--- config.mk ---
export PLATFORM = sky130hd
export DESIGN_NAME = camera_position_unit_core
export DESIGN_NICKNAME = d
export VERILOG_FILES = /design/src/campos_pkg.sv /design/src/campos_ctrl.sv /design/src/campos_dp.sv /design/src/camera_position_unit_core.sv
export VERILOG_INCLUDE_DIRS = /design/src /design/src/src
export SDC_FILE = /design/constraint.sdc
export NUM_CORES = 2
export LEC_CHECK = 0
export BUFFER_PORTS_ARGS = -buffer_cell sky130_fd_sc_hd__buf_2
export CORE_ASPECT_RATIO = 0.7
export CORE_MARGIN = 3
export CORE_UTILIZATION = 58
export CTS_BUF_LIST = sky130_fd_sc_hd__clkbuf_8
export DETAILED_ROUTE_END_ITERATION = 16
export GPL_ROUTABILITY_DRIVEN = 0
export GPL_TIMING_DRIVEN = 0
export MAX_ROUTING_LAYER = met4
export PLACE_DENSITY_LB_ADDON = 0.12
export REMOVE_ABC_BUFFERS = 1
export SLEW_MARGIN = 20
export SYNTH_ARGS = -nofsm -noshare
export SYNTH_HDL_FRONTEND = slang
export SYNTH_SLANG_ARGS = --single-unit
--- constraint.sdc ---
create_clock -name clk -period 8.8 [get_ports clk]
set_input_delay 1.76 -clock clk [delete_from_list [all_inputs] [get_ports clk]]
set_output_delay 1.76 -clock clk [all_outputs]
set_load 0.03 [all_outputs]
--- src/camera_position_unit_core_assert.svh ---
// assertion macros shared by the camera position unit
`ifndef CAMERA_POSITION_UNIT_CORE_ASSERT_SVH
`define CAMERA_POSITION_UNIT_CORE_ASSERT_SVH

// consequent holds in the same cycle as the antecedent
`define CAMPOS_ASSERT_SAME(lbl, ante, cons, msg) \
  lbl: assert property (@(posedge clk) disable iff (rst) (ante) |-> (cons)) else $error(msg);

// consequent holds in the cycle after the antecedent
`define CAMPOS_ASSERT_NEXT(lbl, ante, cons, msg) \
  lbl: assert property (@(posedge clk) disable iff (rst) (ante) |=> (cons)) else $error(msg);

`endif

--- src/campos_pkg.sv ---
// shared types and constants of the camera position unit
package campos_pkg;

  localparam int CORDIC_STEPS = 16;
  localparam int COORD_W      = 24;
  localparam int POINT_W      = 24;
  localparam int STEP_W       = 16;
  localparam int BOX_W        = 20;
  localparam int WIN_W        = 13;
  localparam int CFG_IDX_W    = 2;
  localparam int FRAC_BITS    = 8;
  localparam int VEC_SCALE    = 24;
  localparam int ROT_FRAC     = 30;

  localparam int DIFF_W  = COORD_W + 1;
  localparam int VEC_W   = DIFF_W + VEC_SCALE + 3;
  localparam int ROT_W   = STEP_W + ROT_FRAC + 3;
  localparam int MUL_B_W = ROT_FRAC;
  localparam int MUL_W   = STEP_W + MUL_B_W;
  localparam int ACC_W   = 2 * STEP_W + 1;
  localparam int ITER_W  = $clog2(CORDIC_STEPS);

  localparam logic [MUL_B_W-1:0] GAIN_INV = MUL_B_W'(652032874);
  localparam logic signed [ROT_W-1:0] ROT_HALF = ROT_W'(1) << (ROT_FRAC - 1);

  localparam logic [WIN_W-1:0] WIDTH_RESET  = WIN_W'(640);
  localparam logic [WIN_W-1:0] HEIGHT_RESET = WIN_W'(480);

  localparam logic [CFG_IDX_W-1:0] CFG_IDX_WIDTH  = CFG_IDX_W'(0);
  localparam logic [CFG_IDX_W-1:0] CFG_IDX_HEIGHT = CFG_IDX_W'(1);

  typedef enum logic [2:0] {
    OP_SET   = 3'd0,
    OP_MOVE  = 3'd1,
    OP_SHIFT = 3'd2,
    OP_W2S   = 3'd3,
    OP_S2W   = 3'd4,
    OP_GET   = 3'd5
  } op_t;

  typedef struct packed {
    logic capture;
    logic exec;
    logic diff;
    logic sq_x;
    logic sq_y;
    logic sq_r;
    logic snap;
    logic gain;
    logic rot_init;
    logic iterate;
    logic finish;
    logic load_out;
  } cmd_t;

  typedef struct packed {
    logic is_move;
    logic snap_hit;
    logic last_iter;
    logic out_free;
  } status_t;

endpackage

--- src/campos_ctrl.sv ---
// sequencer of the camera position unit
module campos_ctrl (
  input  logic                clk,
  input  logic                rst,
  input  logic                item_valid,
  output logic                item_stall,
  input  campos_pkg::status_t status,
  output campos_pkg::cmd_t    cmd
);
  import campos_pkg::*;

  typedef enum logic [9:0] {
    S_IDLE  = 10'b0000000001,
    S_EXEC  = 10'b0000000010,
    S_SQX   = 10'b0000000100,
    S_SQY   = 10'b0000001000,
    S_SQR   = 10'b0000010000,
    S_CMP   = 10'b0000100000,
    S_GAIN  = 10'b0001000000,
    S_ITER  = 10'b0010000000,
    S_FINAL = 10'b0100000000,
    S_OUT   = 10'b1000000000
  } state_t;

  state_t state, state_next;

  always_ff @(posedge clk) begin
    if (rst) begin
      state <= S_IDLE;
    end else begin
      state <= state_next;
    end
  end

  always_comb begin
    state_next = state;
    cmd        = '0;
    item_stall = 1'b1;
    case (state)
      S_IDLE: begin
        item_stall = 1'b0;
        if (item_valid) begin
          cmd.capture = 1'b1;
          state_next  = S_EXEC;
        end
      end
      S_EXEC: begin
        if (status.is_move) begin
          cmd.diff   = 1'b1;
          state_next = S_SQX;
        end else begin
          cmd.exec   = 1'b1;
          state_next = S_OUT;
        end
      end
      S_SQX: begin
        cmd.sq_x   = 1'b1;
        state_next = S_SQY;
      end
      S_SQY: begin
        cmd.sq_y   = 1'b1;
        state_next = S_SQR;
      end
      S_SQR: begin
        cmd.sq_r   = 1'b1;
        state_next = S_CMP;
      end
      S_CMP: begin
        if (status.snap_hit) begin
          cmd.snap   = 1'b1;
          state_next = S_OUT;
        end else begin
          cmd.gain   = 1'b1;
          state_next = S_GAIN;
        end
      end
      S_GAIN: begin
        cmd.rot_init = 1'b1;
        state_next   = S_ITER;
      end
      S_ITER: begin
        cmd.iterate = 1'b1;
        if (status.last_iter) begin
          state_next = S_FINAL;
        end
      end
      S_FINAL: begin
        cmd.finish = 1'b1;
        state_next = S_OUT;
      end
      S_OUT: begin
        if (status.out_free) begin
          cmd.load_out = 1'b1;
          state_next   = S_IDLE;
        end
      end
      default: begin
        state_next = S_IDLE;
      end
    endcase
  end

endmodule

--- src/campos_dp.sv ---
// datapath of the camera position unit: camera, shared multiplier, cordic, result register
module campos_dp (
  input  logic                                   clk,
  input  logic                                   rst,
  input  campos_pkg::cmd_t                       cmd,
  output campos_pkg::status_t                    status,
  input  logic                                   cfg_write,
  input  logic [campos_pkg::CFG_IDX_W-1:0]       cfg_index,
  input  logic [campos_pkg::WIN_W-1:0]           cfg_data,
  input  logic [2:0]                             opcode,
  input  logic signed [campos_pkg::POINT_W-1:0]  point_x,
  input  logic signed [campos_pkg::POINT_W-1:0]  point_y,
  input  logic [campos_pkg::STEP_W-1:0]          step_length,
  input  logic [campos_pkg::BOX_W-1:0]           box_width,
  input  logic [campos_pkg::BOX_W-1:0]           box_height,
  output logic                                   result_valid,
  input  logic                                   result_stall,
  output logic signed [campos_pkg::POINT_W-1:0]  result_x,
  output logic signed [campos_pkg::POINT_W-1:0]  result_y,
  output logic [campos_pkg::BOX_W-1:0]           result_width,
  output logic [campos_pkg::BOX_W-1:0]           result_height
);
  import campos_pkg::*;

  // captured item
  op_t                       op;
  logic signed [COORD_W-1:0] px, py;
  logic [STEP_W-1:0]         r;
  logic [BOX_W-1:0]          bw, bh;

  logic [WIN_W-1:0]          window_width, window_height;
  logic signed [COORD_W-1:0] cam_x, cam_y;

  // move-toward working registers
  logic signed [DIFF_W-1:0]  dx, dy;
  logic [STEP_W-1:0]         ax, ay;
  logic                      in_span;
  logic                      flip;
  logic [ACC_W-1:0]          acc;
  logic [MUL_W-1:0]          prod;
  logic signed [VEC_W-1:0]   vx, vy;
  logic signed [ROT_W-1:0]   rx, ry;
  logic [ITER_W-1:0]         iter;

  logic signed [DIFF_W-1:0]  dx_c, dy_c, adx_c, ady_c, dxf_c, dyf_c;
  logic [STEP_W-1:0]         mul_a;
  logic [MUL_B_W-1:0]        mul_b;
  logic signed [VEC_W-1:0]   vx_sh, vy_sh, vx_next, vy_next;
  logic signed [ROT_W-1:0]   rx_sh, ry_sh, rx_next, ry_next;
  logic signed [ROT_W-1:0]   rnd_x, rnd_y, sh_x, sh_y;
  logic signed [COORD_W-1:0] step_x, step_y;
  logic [COORD_W-1:0]        hw, hh, res_x_c, res_y_c;
  logic [BOX_W-1:0]          res_w_c, res_h_c;
  logic                      turn;

  always_ff @(posedge clk) begin
    if (cmd.capture) begin
      op <= op_t'(opcode);
      px <= COORD_W'(point_x);
      py <= COORD_W'(point_y);
      r  <= step_length;
      bw <= box_width;
      bh <= box_height;
    end
  end

  always_ff @(posedge clk) begin
    if (rst) begin
      window_width  <= WIDTH_RESET;
      window_height <= HEIGHT_RESET;
    end else if (cfg_write) begin
      if (cfg_index == CFG_IDX_WIDTH) begin
        window_width <= cfg_data;
      end else if (cfg_index == CFG_IDX_HEIGHT) begin
        window_height <= cfg_data;
      end
    end
  end

  // exact difference to the target and the snap window test
  always_comb begin
    dx_c  = DIFF_W'(px) - DIFF_W'(cam_x);
    dy_c  = DIFF_W'(py) - DIFF_W'(cam_y);
    adx_c = dx_c[DIFF_W-1] ? -dx_c : dx_c;
    ady_c = dy_c[DIFF_W-1] ? -dy_c : dy_c;
    dxf_c = dx[DIFF_W-1] ? -dx : dx;
    dyf_c = dx[DIFF_W-1] ? -dy : dy;
  end

  always_ff @(posedge clk) begin
    if (cmd.diff) begin
      dx      <= dx_c;
      dy      <= dy_c;
      ax      <= adx_c[STEP_W-1:0];
      ay      <= ady_c[STEP_W-1:0];
      in_span <= (adx_c[DIFF_W-1:STEP_W] == '0) && (ady_c[DIFF_W-1:STEP_W] == '0);
    end
  end

  // one shared multiplier: squares, then step length times inverse gain
  always_comb begin
    mul_a = r;
    mul_b = GAIN_INV;
    if (cmd.sq_x) begin
      mul_a = ax;
      mul_b = MUL_B_W'(ax);
    end else if (cmd.sq_y) begin
      mul_a = ay;
      mul_b = MUL_B_W'(ay);
    end else if (cmd.sq_r) begin
      mul_a = r;
      mul_b = MUL_B_W'(r);
    end
  end

  always_ff @(posedge clk) begin
    if (cmd.sq_x || cmd.sq_y || cmd.sq_r || cmd.gain) begin
      prod <= MUL_W'(mul_a) * MUL_W'(mul_b);
    end
    if (cmd.sq_y) begin
      acc <= ACC_W'(prod);
    end else if (cmd.sq_r) begin
      acc <= acc + ACC_W'(prod);
    end
  end

  // cordic iteration: vectoring decides, rotation follows in the same cycle
  always_comb begin
    vx_sh = vx >>> iter;
    vy_sh = vy >>> iter;
    rx_sh = rx >>> iter;
    ry_sh = ry >>> iter;
    turn  = !vy[VEC_W-1];
    if (turn) begin
      vx_next = vx + vy_sh;
      vy_next = vy - vx_sh;
      rx_next = rx - ry_sh;
      ry_next = ry + rx_sh;
    end else begin
      vx_next = vx - vy_sh;
      vy_next = vy + vx_sh;
      rx_next = rx + ry_sh;
      ry_next = ry - rx_sh;
    end
  end

  always_ff @(posedge clk) begin
    if (cmd.gain) begin
      flip <= dx[DIFF_W-1];
      vx   <= VEC_W'(dxf_c) <<< VEC_SCALE;
      vy   <= VEC_W'(dyf_c) <<< VEC_SCALE;
    end else if (cmd.iterate) begin
      vx <= vx_next;
      vy <= vy_next;
    end
    if (cmd.rot_init) begin
      rx   <= signed'(ROT_W'(prod));
      ry   <= '0;
      iter <= '0;
    end else if (cmd.iterate) begin
      rx   <= rx_next;
      ry   <= ry_next;
      iter <= iter + ITER_W'(1);
    end
  end

  // round half up, undo the half-plane flip
  always_comb begin
    rnd_x  = rx + ROT_HALF;
    rnd_y  = ry + ROT_HALF;
    sh_x   = rnd_x >>> ROT_FRAC;
    sh_y   = rnd_y >>> ROT_FRAC;
    step_x = COORD_W'(sh_x);
    step_y = COORD_W'(sh_y);
    if (flip) begin
      step_x = -step_x;
      step_y = -step_y;
    end
  end

  always_ff @(posedge clk) begin
    if (rst) begin
      cam_x <= '0;
      cam_y <= '0;
    end else if (cmd.exec) begin
      case (op)
        OP_SET: begin
          cam_x <= px;
          cam_y <= py;
        end
        OP_SHIFT: begin
          cam_x <= cam_x + px;
          cam_y <= cam_y + py;
        end
        default: ;
      endcase
    end else if (cmd.snap) begin
      cam_x <= px;
      cam_y <= py;
    end else if (cmd.finish) begin
      cam_x <= cam_x + step_x;
      cam_y <= cam_y + step_y;
    end
  end

  // result selection, camera already updated for the camera ops
  always_comb begin
    hw      = COORD_W'(window_width >> 1) << FRAC_BITS;
    hh      = COORD_W'(window_height >> 1) << FRAC_BITS;
    res_x_c = cam_x;
    res_y_c = cam_y;
    res_w_c = '0;
    res_h_c = '0;
    case (op)
      OP_W2S: begin
        res_x_c = hw + px - cam_x;
        res_y_c = hh + py - cam_y;
        res_w_c = bw;
        res_h_c = bh;
      end
      OP_S2W: begin
        res_x_c = cam_x + px - hw;
        res_y_c = cam_y + py - hh;
        res_w_c = bw;
        res_h_c = bh;
      end
      default: ;
    endcase
  end

  always_ff @(posedge clk) begin
    if (rst) begin
      result_valid <= 1'b0;
    end else if (cmd.load_out) begin
      result_valid <= 1'b1;
    end else if (!result_stall) begin
      result_valid <= 1'b0;
    end
  end

  always_ff @(posedge clk) begin
    if (cmd.load_out) begin
      result_x      <= POINT_W'(signed'(res_x_c));
      result_y      <= POINT_W'(signed'(res_y_c));
      result_width  <= res_w_c;
      result_height <= res_h_c;
    end
  end

  assign status.is_move   = (op == OP_MOVE);
  assign status.snap_hit  = in_span && (acc < ACC_W'(prod));
  assign status.last_iter = (iter == ITER_W'(CORDIC_STEPS - 1));
  assign status.out_free  = !result_valid || !result_stall;

endmodule

--- src/camera_position_unit_core.sv ---
// top level of the camera position unit: 2d camera in 8-bit fraction fixed point
//
// usage
//   item channel (item_valid / item_stall): one beat per command, opcode plus
//   point, step length and box size; a beat is taken when valid is high and
//   stall is low. one item is worked on at a time.
//   result channel (result_valid / result_stall): one beat per item, held in an
//   output register, so the next item is taken while a result still waits.
//   config channel (cfg_valid / cfg_ready): window width and height, index 0
//   and 1, always ready; write only while the block is idle.
// steps from accept to result load; no new item is taken before the load
//   set, shift, get, conversions: exec, then out
//   move-toward, snapped: exec, squares of x, y and r, compare, then out
//   move-toward, stepped: as snapped up to compare, then gain, the cordic
//   iterations, final and out; one vectoring and one rotation step per cycle
// reset: camera at the origin, window 640 by 480, no result pending.
// stall: a stalled result holds its register; the sequencer waits in its last
// state until the register frees up, and the item port stays stalled meanwhile.
`include "camera_position_unit_core_assert.svh"

module camera_position_unit_core (
  input  logic                                   clk,
  input  logic                                   rst,
  input  logic                                   item_valid,
  output logic                                   item_stall,
  input  logic [2:0]                             opcode,
  input  logic signed [campos_pkg::POINT_W-1:0]  point_x,
  input  logic signed [campos_pkg::POINT_W-1:0]  point_y,
  input  logic [campos_pkg::STEP_W-1:0]          step_length,
  input  logic [campos_pkg::BOX_W-1:0]           box_width,
  input  logic [campos_pkg::BOX_W-1:0]           box_height,
  output logic                                   result_valid,
  input  logic                                   result_stall,
  output logic signed [campos_pkg::POINT_W-1:0]  result_x,
  output logic signed [campos_pkg::POINT_W-1:0]  result_y,
  output logic [campos_pkg::BOX_W-1:0]           result_width,
  output logic [campos_pkg::BOX_W-1:0]           result_height,
  input  logic                                   cfg_valid,
  output logic                                   cfg_ready,
  input  logic [campos_pkg::CFG_IDX_W-1:0]       cfg_index,
  input  logic [campos_pkg::WIN_W-1:0]           cfg_data
);
  import campos_pkg::*;

  cmd_t    cmd;
  status_t status;

  // register writes never wait
  assign cfg_ready = 1'b1;

  // sequencer: steps one item through capture, squares, snap test, cordic
  campos_ctrl u_ctrl (
    .clk        (clk),
    .rst        (rst),
    .item_valid (item_valid),
    .item_stall (item_stall),
    .status     (status),
    .cmd        (cmd)
  );

  // datapath: camera registers, shared multiplier, cordic pair, output register
  campos_dp u_dp (
    .clk           (clk),
    .rst           (rst),
    .cmd           (cmd),
    .status        (status),
    .cfg_write     (cfg_valid),
    .cfg_index     (cfg_index),
    .cfg_data      (cfg_data),
    .opcode        (opcode),
    .point_x       (point_x),
    .point_y       (point_y),
    .step_length   (step_length),
    .box_width     (box_width),
    .box_height    (box_height),
    .result_valid  (result_valid),
    .result_stall  (result_stall),
    .result_x      (result_x),
    .result_y      (result_y),
    .result_width  (result_width),
    .result_height (result_height)
  );

  // the port goes busy right after taking an item
  `CAMPOS_ASSERT_NEXT(a_busy_after_accept, item_valid && !item_stall, item_stall, "item port not busy after accept")
  // a pending result is never overwritten
  `CAMPOS_ASSERT_SAME(a_no_overwrite, cmd.load_out, status.out_free, "result register overwritten")
  // the shared multiplier has one user at a time
  `CAMPOS_ASSERT_SAME(a_one_mul_user, 1'b1, $onehot0({cmd.sq_x, cmd.sq_y, cmd.sq_r, cmd.gain}), "multiplier claimed twice")
  // a loaded result shows up on the port
  `CAMPOS_ASSERT_NEXT(a_load_shows, cmd.load_out, result_valid, "loaded result not valid")

endmodule
==> flow_summary.json <==
{
  "cellInternalPower_mw": 16.4,
  "dieArea_um2": 141000,
  "yosysTopAreaCell": "edfxtp_1",
  "synth.area.top_cells": "edfxtp_1 17%, ha_1 11%, fa_1 9.8%",
  "synthesis.instances": 9134,
  "report.final.hold_viol_count": 0,
  "cpMaxStageDelayCell": "o31ai_4",
  "wl_per_cell_um": 23.3,
  "synth_seq_cells": 645,
  "cts_num_sinks": 645,
  "yosysSeqAreaShare": 0.221,
  "cpMostUsedCell": "fa_1",
  "max_freq_mhz": 109,
  "wl_um": 261000,
  "final_cells": 11192,
  "min_to": "u_dp.vy[0]",
  "pwr-share-seq": 0.119,
  "antenna_found_initial": 8,
  "antenna_left": 0,
  "syn_area_per_cell_um2": 8.68,
  "grt_usage": 0.368,
  "die_w_um": 448,
  "cts_buffer_depth": 3,
  "leakage_nw": 38.1,
  "core_um2": 135000,
  "final_common_cell": "nand2_1",
  "vdd_drop_max_v": 0.00460,
  "cts_buffers": 110,
  "root_buffer": "clkbuf_8",
  "rr_endpoint": "u_dp.prod[23]",
  "critPathRequiredTime_ns": 9.42,
  "min_period_ns": 9.18,
  "p_clk_frac": 0.087,
  "io-pin-count": 218,
  "skew_ns": 0.138,
  "finalNetCount": 10503,
  "viasPerCell": 6.48,
  "worstRegToRegCells": 30,
  "port_buffers": 215,
  "cts.htree.levels": 3,
  "holdWs_ns": 0.492,
  "worst_hold_path_type": "reg2reg",
  "area_growth_pct": 10.9,
  "critPathMaxStageDelay_ns": 0.58,
  "violations": "negative setup slack",
  "drive_above_1_share": 0.132,
  "synthFlopType": "edfxtp_1",
  "p_sw_mw": 19.3,
  "relSlewSlack": 0.180,
  "status": "complete, but fails checks",
  "hold-path-cell-count": 2,
  "first_pass_iters": 9,
  "synthArstFlopShare": 0,
  "grt_max_degree": 88,
  "drt_iter0_markers": 9506,
  "worst_slack_ns": -0.379,
  "start_kind": "flop",
  "initial_core_util": 0.589,
  "power.total_mw": 35.7,
  "critical_path_class": "reg2reg",
  "num_vias": 72481,
  "setup_viol": 10,
  "swShare": 0.541,
  "path_clk_slew_ns": 0.07,
  "rsz0062_at_grt": "true",
  "r2r-start": "u_ctrl.state[3]",
  "clk_latency_ns": 0.97,
  "hold_buffers": 0,
  "grt_overflow": 0,
  "syn-cell-area_um2": 79300,
  "dieHeight_um": 315,
  "place_hpwl_um": 199000,
  "finish.utilization": 0.654,
  "rrSetupSlack_ns": -0.38,
  "row_count": 112,
  "end_kind": "flop",
  "period_share": 1.04,
  "worstMarginPinSlew_ns": 1.23,
  "synth_warnings": 0,
  "grt_pass1_vias": 66697,
  "synth_edf_count": 458,
  "grt_pass1_wl_um": 394000,
  "cp_max_fo": 10,
  "hold_start": "u_dp.vy[0]",
  "dpl.cell_count": 10805,
  "layout_common_cells": "923 x nand2_1, 904 x inv_1, 668 x nor2_1, 656 x a21oi_1, 649 x ha_1",
  "drc": 0,
  "power_density_nw_per_um2": 405,
  "setup_tns_ns": -1.92,
  "arrival_ns": 9.80,
  "slew_violations": 0,
  "synth_cell_type_count": 111,
  "cts_tree": "done",
  "combPwrFrac": 0.795,
  "maxCapViolCount": 0,
  "synth_top_area_share": 0.173
}
-- through the flow --
stage	cell area (µm²)	setup slack, ns
2_1_floorplan	77400	-7.06
3_3_place_gp	80700	-11.58
3_5_place_dp	82600	-3.76
4_1_cts	87100	0.000957
5_1_grt	88000	-0.549
6_report	88000	-0.379
-- per-layer routing --
layer | vias up | share of wire | GRT usage
met5 | - | 0 | -
met4 | 0 | 0.039 | 0.114
met3 | 681 | 0.13 | 0.100
met2 | 4388 | 0.40 | 0.488
met1 | 34754 | 0.43 | 0.540
li1 | 32658 | - | -
-- what timing repair did --
action                                  4_1_cts  5_1_grt
pin swaps                                   113       86
endpoints found under the setup margin       35       27
gates cloned                                  7        0
endpoints found under the hold margin         0        0
setup buffers                               117       45
resized for setup                           234       93
-- power groups by stage --
stage	Combinational [mW]	Sequential [mW]	Clock [mW]
detailed placement	19.8	4.22	0
floorplan	12.7	4.39	0
global route	30.0	4.24	3.26
global placement	19.0	4.26	0
CTS	23.4	4.17	3.11
finish	28.3	4.23	3.10
-- sequential cells by signal, indices dropped and copies added (netlist names), 24 cells and up --
signal,cells
u_dp.rx,49
u_dp.ry,49
u_dp.vy,52
u_dp.result_y,24
u_dp.py,24
u_dp.vx,52
u_dp.result_x,24
u_dp.cam_y,24
u_dp.acc,33
u_dp.cam_x,24
u_dp.dx,24
u_dp.prod,46
u_dp.dy,24
u_dp.px,24
-- worst max-delay path, delay by kind of cell (launching register included) --
family	cells	cell delay, ns
AOI/OAI and AO/OA	8	2.15
xor gates and xnor gates	1	0.38
adders and majority gates	7	3.52
buffers and inverters	8	1.22
DFF	1	0.34
and+or+nand+nor	6	1.23
-- cells in the mapped netlist, types with 57 or more instances --
cell type / count
nor2_1: 696
a31oi_1: 119
o22ai_1: 68
a21o_1: 190
o31ai_1: 57
nand2b_1: 73
and2_1: 108
edfxtp_1: 458
fa_1: 390
nor3_1: 157
ha_1: 667
nor2b_1: 72
clkbuf_1: 282
nand3_1: 209
nand2_1: 950
mux4_2: 205
and3_1: 67
or3_1: 64
inv_1: 918
o21ai_0: 485
mux2_2: 59
o21a_1: 67
o21bai_1: 97
xnor2_1: 471
xor2_1: 305
dfxtp_1: 187
mux2i_1: 172
a21oi_1: 671
-- logic make-up (layout without fill, tap and decap cells) --
group / count (synthesis) / count (layout) / synth area share
mux: 445 / 445 / 0.0911
other cells: 1 / 11 / 0.0000473
flops: 645 / 645 / 0.221
xor+xnor: 776 / 776 / 0.0857
simple gates: 2637 / 2637 / 0.154
compound gates: 2230 / 2230 / 0.177
buf+inv: 1343 / 1624 / 0.0668
fa+ha+maj: 1057 / 1057 / 0.204
-- how the worst max path moves through the flow --
stage	startpoint	end	slack, ns	cells after the start
global placement	u_dp.iter[0]	u_dp.vx[49]	-11.58	24
finish	u_ctrl.state[3]	u_dp.prod[23]	-0.38	30
global route	u_ctrl.state[3]	u_dp.prod[45]	-0.55	32
detailed placement	u_ctrl.state[1]	u_dp.prod[45]	-3.76	34
floorplan	u_dp.iter[0]	u_dp.vx[49]	-7.06	24
CTS	u_ctrl.state[3]	u_dp.prod[45]	0.001	33
-- layout make-up --
class | instances | area (µm²)
Antenna cell | 10 | 25.0
Clock buffer | 113 | 1560
Clock inverter | 95 | 818
Fill cell | 10847 | 46600
Inverter | 924 | 3560
Multi-Input combinational cell | 7146 | 57900
Sequential cell | 645 | 17500
Tap cell | 1767 | 2210
Timing Repair Buffer | 490 | 4330
Timing Repair inverter | 2 | 17.5
(Power assumes the default switching activity.)
